[config.mk]
export PLATFORM = sky130hd
export DESIGN_NAME = period_capture_statistics_core
export DESIGN_NICKNAME = d
export VERILOG_FILES = /design/src/hdl/pcs_pkg.sv /design/src/hdl/pcs_divider.sv /design/src/hdl/pcs_datapath.sv /design/src/hdl/pcs_controller.sv /design/src/hdl/period_capture_statistics_core.sv
export SDC_FILE = /design/constraint.sdc
export NUM_CORES = 2
export LEC_CHECK = 0
export BUFFER_PORTS_ARGS = -buffer_cell sky130_fd_sc_hd__buf_2
export CAP_MARGIN = 5
export CORE_ASPECT_RATIO = 1.5
export CORE_UTILIZATION = 63
export CTS_CLUSTER_SIZE = 14
export DETAILED_ROUTE_END_ITERATION = 7
export GPL_TIMING_DRIVEN = 0
export MAX_ROUTING_LAYER = met4
export PLACE_DENSITY = 0.82
export SETUP_SLACK_MARGIN = 0.5
export SYNTH_ARGS = -nofsm -noshare
export SYNTH_HDL_FRONTEND = slang
export SYNTH_SLANG_ARGS = --single-unit
[constraint.sdc]
create_clock -name clk -period 8 [get_ports clk]
set_input_delay 0.4 -clock clk [delete_from_list [all_inputs] [get_ports clk]]
set_output_delay 0.4 -clock clk [all_outputs]
set_load 0.03 [all_outputs]
[src/hdl/pcs_pkg.sv]
`timescale 1ns / 1ps
// Shared types and constants for the period capture statistics core.
// No dependencies.
package pcs_pkg;

  localparam int COUNT_MAX_DEF    = 256;
  localparam int CAPTURE_BITS_DEF = 24;

  localparam int CLK_W   = 27;
  localparam int INT_W   = 16;
  localparam int TICK_W  = 32;
  localparam int FIELD_W = 24;
  localparam int FREQ_W  = 37;
  localparam int MILLI_W = 10;
  localparam int OP_W    = 2;
  localparam int CFG_IDX_W = 2;

  localparam logic [MILLI_W-1:0] MILLI = 10'd1000;

  localparam logic [CLK_W-1:0] CLK_HZ_RST    = 27'd48000000;
  localparam logic [INT_W-1:0] HEARTBEAT_RST = 16'd50;
  localparam logic [INT_W-1:0] REPORT_RST    = 16'd100;

  localparam logic [OP_W-1:0] OP_TICK    = 2'd0;
  localparam logic [OP_W-1:0] OP_CAPTURE = 2'd1;
  localparam logic [OP_W-1:0] OP_TOGGLE  = 2'd2;

  localparam logic [CFG_IDX_W-1:0] CFG_CLOCK     = 2'd0;
  localparam logic [CFG_IDX_W-1:0] CFG_HEARTBEAT = 2'd1;
  localparam logic [CFG_IDX_W-1:0] CFG_REPORT    = 2'd2;

  typedef enum logic [2:0] {
    ST_IDLE,
    ST_PER,
    ST_PUL,
    ST_MUL_A,
    ST_MUL_B,
    ST_FRQ_GO,
    ST_FRQ
  } state_t;

  typedef enum logic [1:0] {
    DIV_PER,
    DIV_PUL,
    DIV_FRQ
  } div_sel_t;

  typedef struct packed {
    logic     capture;
    logic     toggle;
    logic     tick;
    logic     div_start;
    div_sel_t div_sel;
    logic     store_per;
    logic     store_pul;
    logic     mul_a;
    logic     mul_b;
    logic     store_frq;
    logic     finish;
  } dp_cmd_t;

  typedef struct packed {
    logic report_due;
    logic count_zero;
    logic total_zero;
    logic div_done;
    logic out_blocked;
  } dp_sts_t;

endpackage

[src/hdl/pcs_divider.sv]
`timescale 1ns / 1ps
// Serial restoring divider, one quotient bit per cycle.
// Standalone; no package dependencies.
module pcs_divider #(
  parameter int NUM_W = 46,
  parameter int DEN_W = 33
) (
  input  logic             clk,
  input  logic             rst,
  input  logic             start,
  input  logic [NUM_W-1:0] dividend,
  input  logic [DEN_W-1:0] divisor,
  output logic             done,
  output logic [NUM_W-1:0] quotient
);

  localparam int STEP_W = (NUM_W > 1) ? $clog2(NUM_W) : 1;

  logic             busy;
  logic [STEP_W-1:0] step;
  logic [DEN_W-1:0] den;
  logic [DEN_W-1:0] rem;
  logic [NUM_W-1:0] quo;
  logic [DEN_W:0]   rem_shift;
  logic [DEN_W:0]   diff;

  always_comb begin
    rem_shift = {rem, quo[NUM_W-1]};
    diff      = rem_shift - {1'b0, den};
  end

  always_ff @(posedge clk) begin
    if (rst) begin
      busy <= 1'b0;
      done <= 1'b0;
      step <= '0;
    end else begin
      done <= 1'b0;
      if (start) begin
        busy <= 1'b1;
        step <= '0;
      end else if (busy) begin
        if (step == STEP_W'(NUM_W - 1)) begin
          busy <= 1'b0;
          done <= 1'b1;
        end else begin
          step <= step + 1'b1;
        end
      end
    end
  end

  always_ff @(posedge clk) begin
    if (start) begin
      den <= divisor;
      rem <= '0;
      quo <= dividend;
    end else if (busy) begin
      if (!diff[DEN_W]) begin
        rem <= diff[DEN_W-1:0];
        quo <= {quo[NUM_W-2:0], 1'b1};
      end else begin
        rem <= rem_shift[DEN_W-1:0];
        quo <= {quo[NUM_W-2:0], 1'b0};
      end
    end
  end

  assign quotient = quo;

endmodule

[src/hdl/pcs_datapath.sv]
`timescale 1ns / 1ps
// Datapath: tick timers, running statistics, multipliers, result register.
// Depends on pcs_pkg and pcs_divider.
module pcs_datapath import pcs_pkg::*; #(
  parameter int COUNT_MAX    = COUNT_MAX_DEF,
  parameter int CAPTURE_BITS = CAPTURE_BITS_DEF
) (
  input  logic               clk,
  input  logic               rst,
  input  dp_cmd_t            cmd,
  output dp_sts_t            sts,
  input  logic [CLK_W-1:0]   clk_hz,
  input  logic [INT_W-1:0]   hb_int,
  input  logic [INT_W-1:0]   rp_int,
  input  logic [FIELD_W-1:0] period_count,
  input  logic [FIELD_W-1:0] pulse_count,
  output logic               result_valid,
  input  logic               result_stall,
  output logic               led_on,
  output logic               report_valid,
  output logic [FIELD_W-1:0] avg_period,
  output logic [FIELD_W-1:0] avg_pulse,
  output logic [FIELD_W-1:0] min_period,
  output logic [FIELD_W-1:0] max_period,
  output logic [FREQ_W-1:0]  freq_millihz,
  output logic [TICK_W-1:0]  elapsed_ticks,
  output logic               count_saturated
);

  localparam int CAP_W   = (CAPTURE_BITS < FIELD_W) ? CAPTURE_BITS : FIELD_W;
  localparam int CNT_W   = $clog2(COUNT_MAX + 1);
  localparam int TOTAL_W = CAP_W + CNT_W;
  localparam int MA_W    = CLK_W + CNT_W;
  localparam int NUM_W   = MA_W + MILLI_W;

  logic [TICK_W-1:0]  tick_count;
  logic [TICK_W-1:0]  heartbeat_mark;
  logic [TICK_W-1:0]  report_mark;
  logic [TICK_W-1:0]  start_mark;
  logic               led_level;
  logic               collecting;
  logic               window_pending;
  logic               fresh_capture;
  logic [CNT_W-1:0]   sample_count;
  logic               overflowed;
  logic [TOTAL_W-1:0] period_total;
  logic [TOTAL_W-1:0] pulse_total;
  logic [CAP_W-1:0]   period_min;
  logic [CAP_W-1:0]   period_max;
  logic [MA_W-1:0]    mul_a;
  logic [NUM_W-1:0]   mul_b;

  logic [TICK_W-1:0]  tick_next;
  logic               hb_hit;
  logic               rp_hit;
  logic               report;
  logic [CAP_W-1:0]   per;
  logic [CAP_W-1:0]   pul;
  logic               drain;
  logic               clear_stats;

  logic               div_done;
  logic [NUM_W-1:0]   div_quo;
  logic [NUM_W-1:0]   div_num;
  logic [TOTAL_W-1:0] div_den;

  always_comb begin
    tick_next = tick_count + 1'b1;
    hb_hit    = (tick_next - heartbeat_mark) >= TICK_W'(hb_int);
    rp_hit    = (tick_next - report_mark) >= TICK_W'(rp_int);
    report    = (rp_hit || window_pending) && collecting && fresh_capture;
    per       = period_count[CAP_W-1:0];
    pul       = pulse_count[CAP_W-1:0];
    drain     = result_valid && !result_stall;
    clear_stats = (cmd.toggle && !collecting) ||
                  (cmd.tick && report && sample_count == '0) || cmd.finish;
  end

  always_comb begin
    sts.report_due  = report;
    sts.count_zero  = (sample_count == '0);
    sts.total_zero  = (period_total == '0);
    sts.div_done    = div_done;
    sts.out_blocked = result_valid && result_stall;
  end

  always_comb begin
    case (cmd.div_sel)
      DIV_PER: begin
        div_num = NUM_W'(period_total);
        div_den = TOTAL_W'(sample_count);
      end
      DIV_PUL: begin
        div_num = NUM_W'(pulse_total);
        div_den = TOTAL_W'(sample_count);
      end
      DIV_FRQ: begin
        div_num = mul_b;
        div_den = period_total;
      end
      default: begin
        div_num = '0;
        div_den = '0;
      end
    endcase
  end

  pcs_divider #(
    .NUM_W (NUM_W),
    .DEN_W (TOTAL_W)
  ) u_divider (
    .clk      (clk),
    .rst      (rst),
    .start    (cmd.div_start),
    .dividend (div_num),
    .divisor  (div_den),
    .done     (div_done),
    .quotient (div_quo)
  );

  // timers and collection state
  always_ff @(posedge clk) begin
    if (rst) begin
      tick_count     <= '0;
      heartbeat_mark <= '0;
      report_mark    <= '0;
      start_mark     <= '0;
      led_level      <= 1'b0;
      collecting     <= 1'b0;
      window_pending <= 1'b0;
      fresh_capture  <= 1'b0;
    end else if (cmd.tick) begin
      tick_count <= tick_next;
      if (hb_hit) begin
        heartbeat_mark <= tick_next;
        led_level      <= !led_level;
      end
      if (rp_hit) begin
        report_mark <= tick_next;
      end
      if (report) begin
        window_pending <= 1'b0;
        fresh_capture  <= 1'b0;
      end else if (rp_hit) begin
        window_pending <= 1'b1;
      end
    end else if (cmd.toggle) begin
      if (collecting) begin
        collecting <= 1'b0;
      end else begin
        collecting     <= 1'b1;
        window_pending <= 1'b0;
        report_mark    <= tick_count;
        start_mark     <= tick_count;
      end
    end else if (cmd.capture) begin
      if (window_pending) begin
        fresh_capture <= 1'b1;
      end
    end
  end

  // running statistics
  always_ff @(posedge clk) begin
    if (rst || clear_stats) begin
      sample_count <= '0;
      overflowed   <= 1'b0;
      period_total <= '0;
      pulse_total  <= '0;
      period_min   <= '1;
      period_max   <= '0;
    end else if (cmd.capture) begin
      if (per < period_min) begin
        period_min <= per;
      end
      if (per > period_max) begin
        period_max <= per;
      end
      if (sample_count != CNT_W'(COUNT_MAX)) begin
        period_total <= period_total + TOTAL_W'(per);
        pulse_total  <= pulse_total + TOTAL_W'(pul);
        sample_count <= sample_count + 1'b1;
      end else begin
        overflowed <= 1'b1;
      end
    end
  end

  always_ff @(posedge clk) begin
    if (cmd.mul_a) begin
      mul_a <= MA_W'(clk_hz) * MA_W'(sample_count);
    end
    if (cmd.mul_b) begin
      mul_b <= NUM_W'(mul_a) * NUM_W'(MILLI);
    end
  end

  // result register
  always_ff @(posedge clk) begin
    if (rst) begin
      result_valid <= 1'b0;
    end else if ((cmd.tick && (!report || sample_count == '0)) || cmd.finish) begin
      result_valid <= 1'b1;
    end else if (drain) begin
      result_valid <= 1'b0;
    end
  end

  always_ff @(posedge clk) begin
    if (cmd.tick) begin
      led_on          <= hb_hit ? !led_level : led_level;
      report_valid    <= report;
      avg_period      <= '0;
      avg_pulse       <= '0;
      freq_millihz    <= '0;
      min_period      <= report ? FIELD_W'(period_min) : '0;
      max_period      <= report ? FIELD_W'(period_max) : '0;
      elapsed_ticks   <= report ? tick_next - start_mark : '0;
      count_saturated <= report && overflowed;
    end
    if (cmd.store_per) begin
      avg_period <= FIELD_W'(div_quo);
    end
    if (cmd.store_pul) begin
      avg_pulse <= FIELD_W'(div_quo);
    end
    if (cmd.store_frq) begin
      freq_millihz <= FREQ_W'(div_quo);
    end
  end

endmodule

[src/hdl/pcs_controller.sv]
`timescale 1ns / 1ps
// Controller: accepts transactions and sequences the report computation.
// Depends on pcs_pkg.
module pcs_controller import pcs_pkg::*; (
  input  logic            clk,
  input  logic            rst,
  input  logic            item_valid,
  output logic            item_stall,
  input  logic [OP_W-1:0] operation,
  input  dp_sts_t         sts,
  output dp_cmd_t         cmd
);

  state_t state;
  state_t state_next;
  logic   accept;

  always_ff @(posedge clk) begin
    if (rst) begin
      state <= ST_IDLE;
    end else begin
      state <= state_next;
    end
  end

  always_comb begin
    item_stall = (state != ST_IDLE) || (operation == OP_TICK && sts.out_blocked);
    accept     = item_valid && !item_stall;
    state_next = state;
    cmd        = '0;
    cmd.div_sel = DIV_PER;
    case (state)
      ST_IDLE: begin
        if (accept) begin
          case (operation)
            OP_TICK: begin
              cmd.tick = 1'b1;
              if (sts.report_due && !sts.count_zero) begin
                cmd.div_start = 1'b1;
                state_next    = ST_PER;
              end
            end
            OP_CAPTURE: cmd.capture = 1'b1;
            OP_TOGGLE:  cmd.toggle  = 1'b1;
            default: ;
          endcase
        end
      end
      ST_PER: begin
        if (sts.div_done) begin
          cmd.store_per = 1'b1;
          cmd.div_start = 1'b1;
          cmd.div_sel   = DIV_PUL;
          state_next    = ST_PUL;
        end
      end
      ST_PUL: begin
        if (sts.div_done) begin
          cmd.store_pul = 1'b1;
          state_next    = ST_MUL_A;
        end
      end
      ST_MUL_A: begin
        cmd.mul_a  = 1'b1;
        state_next = ST_MUL_B;
      end
      ST_MUL_B: begin
        cmd.mul_b  = 1'b1;
        state_next = ST_FRQ_GO;
      end
      ST_FRQ_GO: begin
        if (sts.total_zero) begin
          cmd.finish = 1'b1;
          state_next = ST_IDLE;
        end else begin
          cmd.div_start = 1'b1;
          cmd.div_sel   = DIV_FRQ;
          state_next    = ST_FRQ;
        end
      end
      ST_FRQ: begin
        cmd.div_sel = DIV_FRQ;
        if (sts.div_done) begin
          cmd.store_frq = 1'b1;
          cmd.finish    = 1'b1;
          state_next    = ST_IDLE;
        end
      end
      default: state_next = ST_IDLE;
    endcase
  end

endmodule

[src/hdl/period_capture_statistics_core.sv]
`timescale 1ns / 1ps
// Captures, start/stop and ticks without report: one transaction per cycle, but a tick
// stalls while result_stall holds a pending result; its result is presented the cycle
// after acceptance. Report tick: two or three passes of the NUM_W-bit serial divider,
// NUM_W = 27 + clog2(COUNT_MAX+1) + 10; input is stalled meanwhile.
// Synchronous reset clears all timers and statistics and restores register defaults.
module period_capture_statistics_core import pcs_pkg::*; #(
  parameter int COUNT_MAX    = COUNT_MAX_DEF,
  parameter int CAPTURE_BITS = CAPTURE_BITS_DEF
) (
  input  logic                 clk,
  input  logic                 rst,
  input  logic                 cfg_write,
  input  logic [CFG_IDX_W-1:0] cfg_index,
  input  logic [CLK_W-1:0]     cfg_data,
  input  logic                 item_valid,
  output logic                 item_stall,
  input  logic [OP_W-1:0]      operation,
  input  logic [FIELD_W-1:0]   period_count,
  input  logic [FIELD_W-1:0]   pulse_count,
  output logic                 result_valid,
  input  logic                 result_stall,
  output logic                 led_on,
  output logic                 report_valid,
  output logic [FIELD_W-1:0]   avg_period,
  output logic [FIELD_W-1:0]   avg_pulse,
  output logic [FIELD_W-1:0]   min_period,
  output logic [FIELD_W-1:0]   max_period,
  output logic [FREQ_W-1:0]    freq_millihz,
  output logic [TICK_W-1:0]    elapsed_ticks,
  output logic                 count_saturated
);

  logic [CLK_W-1:0] clk_hz;
  logic [INT_W-1:0] hb_int;
  logic [INT_W-1:0] rp_int;
  dp_cmd_t          cmd;
  dp_sts_t          sts;

  always_ff @(posedge clk) begin
    if (rst) begin
      clk_hz <= CLK_HZ_RST;
      hb_int <= HEARTBEAT_RST;
      rp_int <= REPORT_RST;
    end else if (cfg_write) begin
      case (cfg_index)
        CFG_CLOCK:     clk_hz <= cfg_data;
        CFG_HEARTBEAT: hb_int <= cfg_data[INT_W-1:0];
        CFG_REPORT:    rp_int <= cfg_data[INT_W-1:0];
        default: ;
      endcase
    end
  end

  pcs_controller u_controller (
    .clk        (clk),
    .rst        (rst),
    .item_valid (item_valid),
    .item_stall (item_stall),
    .operation  (operation),
    .sts        (sts),
    .cmd        (cmd)
  );

  pcs_datapath #(
    .COUNT_MAX    (COUNT_MAX),
    .CAPTURE_BITS (CAPTURE_BITS)
  ) u_datapath (
    .clk             (clk),
    .rst             (rst),
    .cmd             (cmd),
    .sts             (sts),
    .clk_hz          (clk_hz),
    .hb_int          (hb_int),
    .rp_int          (rp_int),
    .period_count    (period_count),
    .pulse_count     (pulse_count),
    .result_valid    (result_valid),
    .result_stall    (result_stall),
    .led_on          (led_on),
    .report_valid    (report_valid),
    .avg_period      (avg_period),
    .avg_pulse       (avg_pulse),
    .min_period      (min_period),
    .max_period      (max_period),
    .freq_millihz    (freq_millihz),
    .elapsed_ticks   (elapsed_ticks),
    .count_saturated (count_saturated)
  );

`ifndef NO_ASSERTIONS
  a_plain_tick_zero: assert property (@(posedge clk) disable iff (rst)
    result_valid && !report_valid |->
      avg_period == '0 && avg_pulse == '0 && freq_millihz == '0 &&
      elapsed_ticks == '0 && !count_saturated)
    else $error("plain tick result carries report fields");

  a_finish_free: assert property (@(posedge clk) disable iff (rst)
    cmd.finish |-> !result_valid)
    else $error("report finished into an occupied result register");

  a_div_held_off: assert property (@(posedge clk) disable iff (rst)
    sts.div_done |-> item_stall)
    else $error("input accepted during report computation");
`endif

endmodule
# Yosys cells after proc, flatten, opt, wreduce, memory -nomap -nowiden
# Index checks and enable logic that the tools add are counted.
# totals
input_bits	84
reg_bits	686
out_inout_bits	170
wordCells	198
# classes
addsub	9
mux	59
n_bitwise	5
magnitude_cmp	4
n_eq_ne	25
mul	2
n_reduce_logical	58
# ops
operator	count
46-bit case mux with 3 select lines	1
32-bit two-way mux	4
32-bit subtractor	3
46-bit two-way mux	2
37-bit two-way mux	2
24-bit two-way mux	3
33-bit by 24-bit adder with 33-bit output	2
33-bit case mux with 2 select lines	1
32-bit by 16-bit greater-or-equal comparator with 1-bit output	2
36-bit by 7-bit multiplier with 43-bit output, second input constant	1
27-bit by 9-bit multiplier with 36-bit output	1
34-bit by 33-bit subtractor with 34-bit output	1
33-bit zero test	1
33-bit two-way mux	1
32-bit by 1-bit adder with 32-bit output, second input constant	1
1-bit two-way mux	29
24-bit greater-than comparator	1
24-bit less-than comparator	1
3-bit two-way mux	8
3-bit case mux with 7 select lines	1
2-bit AND reduction	10
2-bit nonzero test	8
2-bit by 1-bit inequality test with 1-bit output, second input constant	7
1-bit logical AND	12
28 further kinds	59

# Logic depth before layout (Yosys ltp)
# depth
word_depth	16
mapped_depth	29
ltp_nobuf	25

# By module
# Synthesis repeated with hierarchy kept, for this count alone.
# hier_totals
hier_cells	5359
hier_area_um2	51259.2
# modules_own_cells
mod	area_per_inst_um2	n_inst	seq_area_each_um2	cells_each
pcs_datapath	41776.3	1	12562.0	4469
pcs_divider	6615.1	1	3193.1	605
period_capture_statistics_core	2474.9	1	1181.1	234
pcs_controller	392.9	1	60.1	51

# Least setup slack after synthesis
# Ideal clock, no wire load.
# synth_timing
path_kind	register to register
startpoint	reg u_controller.state[0]
endpoint	reg u_datapath.freq_millihz[0], enable pin
arrival_time_ns	5.577
path_buffers	4
setup_ns	0.378
stages_incl_launch_ff	10
t_required_ns	7.622
slack_ns	2.045
period_less_slack_ns	5.955
cell_sequence	dfxtp_1 clkbuf_1 or3_1 or2_2 or3_1 clkbuf_1 inv_2 buf_1 buf_1 or2_2
# synth_rtl
element	line_no	text
start: declaration	pcs_controller.sv:14	state_t state;
start signal: assignment	pcs_controller.sv:22	state <= state_next;
end signal: assignment	pcs_datapath.sv:228	freq_millihz <= FREQ_W'(div_quo);
end: declaration	pcs_datapath.sv:25	output logic [FREQ_W-1:0] freq_millihz,

==> results.txt <==
Final setup viols -> 0
Register area share after synthesis -> 0.3372
Post-place setup slack -> 0.1918 ns
Peak VDD IR -> 0.1876 mV
Largest net degree at the start of global routing -> 45
Area growth, synth to finish -> 10.21%
Clock sink count -> 686
Slew headroom -> 0.09536
Most common cell after layout, fill and taps aside -> nand2_1
RSZ-0062 raised after global routing -> no
Synth warn -> 0
I/O pins -> 254
Hold Path Sink -> clk_hz[17]$_SDFFE_PP0P_
I/O Buffers -> 252
Total gr overflow -> 0
CTS root buffer -> clkbuf_16
Yosys top cell by area -> edfxtp_1
Clock Path Buffers -> 3
Initial detailed-routing violation count -> 3068
DRT Wirelength -> 140.2 mm
FP Rows -> 126
Max cap viols -> 0
DP HPWL -> 109.5 mm
Initial Utilization -> 0.6382
Synth area leaders -> edfxtp_1 (19%), dfxtp_1 (14%), fa_1 (13%)
CP arrival -> 7.52 ns
Endpoints failing hold -> 0
Worst slew pin tran -> 1.343 ns
Share of layout cells above drive strength 1 -> 0.08431
Worst r2r path cells -> 24
Synth cell types -> 94
WS Path Type -> reg2reg
CTS buffer count -> 70
Clk slew on worst S/H paths -> 0.06 ns
Most frequent cells in the layout -> nand2_1 (571), inv_1 (460), ha_1 (407)
Fin crit period -> 7.170 ns
Lkg Pwr -> 24.70 nW
Worst r2r src -> u_datapath.tick_count[0]$_SDFFE_PP0P_
Nature of the critical path startpoint -> flop
Core Box Area -> 78980 sq um
CTS tree -> built
Die height -> 348.4 um
Ys async rst share -> 0
Syn_area_per_cell -> 9.354 sq um
Nets -> 6541
Mapped Area -> 50410 sq um
Post-layout util -> 0.7034
Run status -> complete, no violations
Setup WS post-layout -> 0.8299 ns
Design area -> 55550 sq um
Vias/cell -> 6.084
Vias post-DR -> 41.47k
Endpoint type of the worst setup path -> flop
Die area -> 81170 sq um
Mapped Cells -> 5389
Hold_sp -> cfg_data[17]
Synth top area share -> 0.1942
DP Area -> 53050 sq um
Pre-antenna DRT Iters -> 8
First-pass GRT wire length -> 218.0 mm
F_max -> 139.5 MHz
Die width -> 233.0 um
Tcrit/Tclk final -> 0.8963
Initial antenna violation count -> 5
CP Max Fanout -> 42
Final weighted congestion in routability-driven placement -> 0.9782
Pwr dens -> 150.9 nW/um^2
Routed len/inst -> 20.56 um
Post-synth EDFFs -> 326
Final routed DRC violation total -> 0
Max-slew violations -> 0
H-tree depth -> 3
Top FF cell, synth -> dfxtp_1
GR Util All Layers -> 0.3556
R2R setup slack -> 0.83 ns
Clk_skew -> 0.03021 ns
Vias in the first global route -> 40.94k
Routed Antenna Nets -> 0
#FFs+latches synth -> 686
Worst hold path cell count -> 3
Final Hold Slack -> 0.03067 ns
Syn Nets -> 6196
Clk_lat worst skew -> 0.65 ns
Worst EP required -> 8.35 ns
Hold Crit Class -> in2reg
Reg2Reg Capture Point -> u_datapath.u_divider.quotient[32]$_DFFE_PP_
[state kept, by name (all words and copies together), names as in the netlist, 16 cells and up]
name and flops:
u_datapath.u_divider.quotient 46, u_datapath.mul_b 43, u_datapath.freq_millihz 37, u_datapath.mul_a 36
u_datapath.period_total 33, u_datapath.pulse_total 33, u_datapath.u_divider.den 33, u_datapath.u_divider.rem 33
u_datapath.elapsed_ticks 32, u_datapath.heartbeat_mark 32, u_datapath.report_mark 32, u_datapath.start_mark 32
u_datapath.tick_count 32, clk_hz 27, u_datapath.avg_period 24, u_datapath.avg_pulse 24
u_datapath.max_period 24, u_datapath.min_period 24, u_datapath.period_max 24, u_datapath.period_min 24
hb_int 16, rp_int 16
[final cells by class]
cell class                      count  area, sq um
Timing Repair Buffer              273         1501
Tap cell                         1024         1281
Antenna cell                        4        10.01
Fill cell                        6063        23430
Sequential cell                   686        17000
Clock buffer                       88         1902
Inverter                          461         1730
Clock inverter                     38        355.3
Buffer                            259         1047
Multi-Input combinational cell   3983        30730
[through the flow]
| stage | cells | setup TNS (ns) | power [mW] |
|---|---|---|---|
| global route | 6815 | 0 | 8.654 |
| floorplan | 5389 | 0 | 4.751 |
| detailed placement | 6669 | 0 | 5.088 |
| CTS | 6808 | 0 | 8.378 |
| global placement | 6665 | -11.41 | 5.054 |
| finish | 6816 | 0 | 8.385 |
[cells in the mapped netlist (all sizes together), types with 17 or more instances]
cell type	count
a211o	18
a211oi	50
a21o	120
a21oi	381
a22oi	31
a2bb2oi	30
a31oi	66
and2	173
and3	80
buf	60
clkbuf	199
dfxtp	360
edfxtp	326
fa	316
ha	407
inv	461
mux2i	73
nand2	571
nand2b	56
nand3	87
nand3b	22
nand4	58
nor2	408
nor2b	47
nor3	160
nor4	21
o211ai	28
o21a	60
o21ai	167
o21bai	27
o311ai	24
o31ai	17
or3	32
xnor2	150
xor2	108
[cell families (layout without fill, tap and decap cells)]
logic type                 Yosys count  count (layout)  synth area share
AOI/OAI and AO/OA                 1137            1137            0.1488
adders and majority gates          723             723            0.2265
muxes                               85              85           0.01740
and+or+nand+nor                   1780            1780            0.1703
xor gates and xnor gates           258             258           0.04483
buffers and inverters              720            1119           0.05498
other                                0               4                 0
DFF                                686             686            0.3372
[worst max-delay path, stage by stage, from the launching register on]
cell and delay, ns:
dfxtp_2 0.51, ha_1 0.26, nand3_1 0.24, nor2_1 0.33, and3_1 0.22, xor2_1 0.53, ha_1 0.42, a21oi_1 0.34
o211ai_2 0.16, nor3b_2 0.21, nor3_1 0.23, xnor2_1 0.10, ha_1 0.30, nand4_1 0.12, nor4_1 0.45, nor4_1 0.15
o2111a_1 0.18, nand4b_1 0.21, nor3_4 0.09, a21boi_2 0.54, or2_1 0.18, buf_2 0.25, buf_6 0.27, buf_6 0.41
a31oi_2 0.17
[what timing repair did]
action / 4_1_cts / 5_1_grt
hold buffers: 13 / 0
buffers inserted: 0 / 4
pin swaps: 0 / 1
endpoints found under the hold margin: 14 / 0
endpoints found under the setup margin: 111 / 416
resized for setup: 5 / 13
[metal layers]
metal,up-vias,part of all wire,global-route usage
met2,1599,0.51,0.6110
met3,517,0.054,0.04624
met4,0,0.075,0.2369
met1,19920,0.36,0.3810
met5,-,0,-
li1,19430,-,-
[worst max path at each step]
stage,startpoint,endpoint,slack [ns],depth (start not counted)
3_5_place_dp,u_datapath.tick_count[0]$_SDFFE_PP0P_,u_datapath.max_period[14]$_SDFFCE_PN0P_,0.19,24
5_1_grt,u_datapath.tick_count[0]$_SDFFE_PP0P_,u_datapath.u_divider.quotient[32]$_DFFE_PP_,0.51,26
2_1_floorplan,u_controller.state[0]$_SDFFE_PP0P_,u_datapath.freq_millihz[0]$_SDFFCE_PN0P_,2.05,9
4_1_cts,u_datapath.tick_count[0]$_SDFFE_PP0P_,u_datapath.pulse_total[21]$_SDFFE_PP0P_,0.58,25
6_report,u_datapath.tick_count[0]$_SDFFE_PP0P_,u_datapath.u_divider.quotient[32]$_DFFE_PP_,0.83,24
3_3_place_gp,u_controller.state[0]$_SDFFE_PP0P_,u_datapath.freq_millihz[32]$_SDFFCE_PN0P_,-0.18,9
[power by group]
group	leakage, nW	internal, mW	switching, mW	total, mW
logic	17.6	0.479	0.753	1.23
clock network	1.10	1.84	1.50	3.34
registers	6.05	3.75	0.0701	3.82
total	24.7	6.06	2.32	8.38
Power figures use the tool's default switching activity.
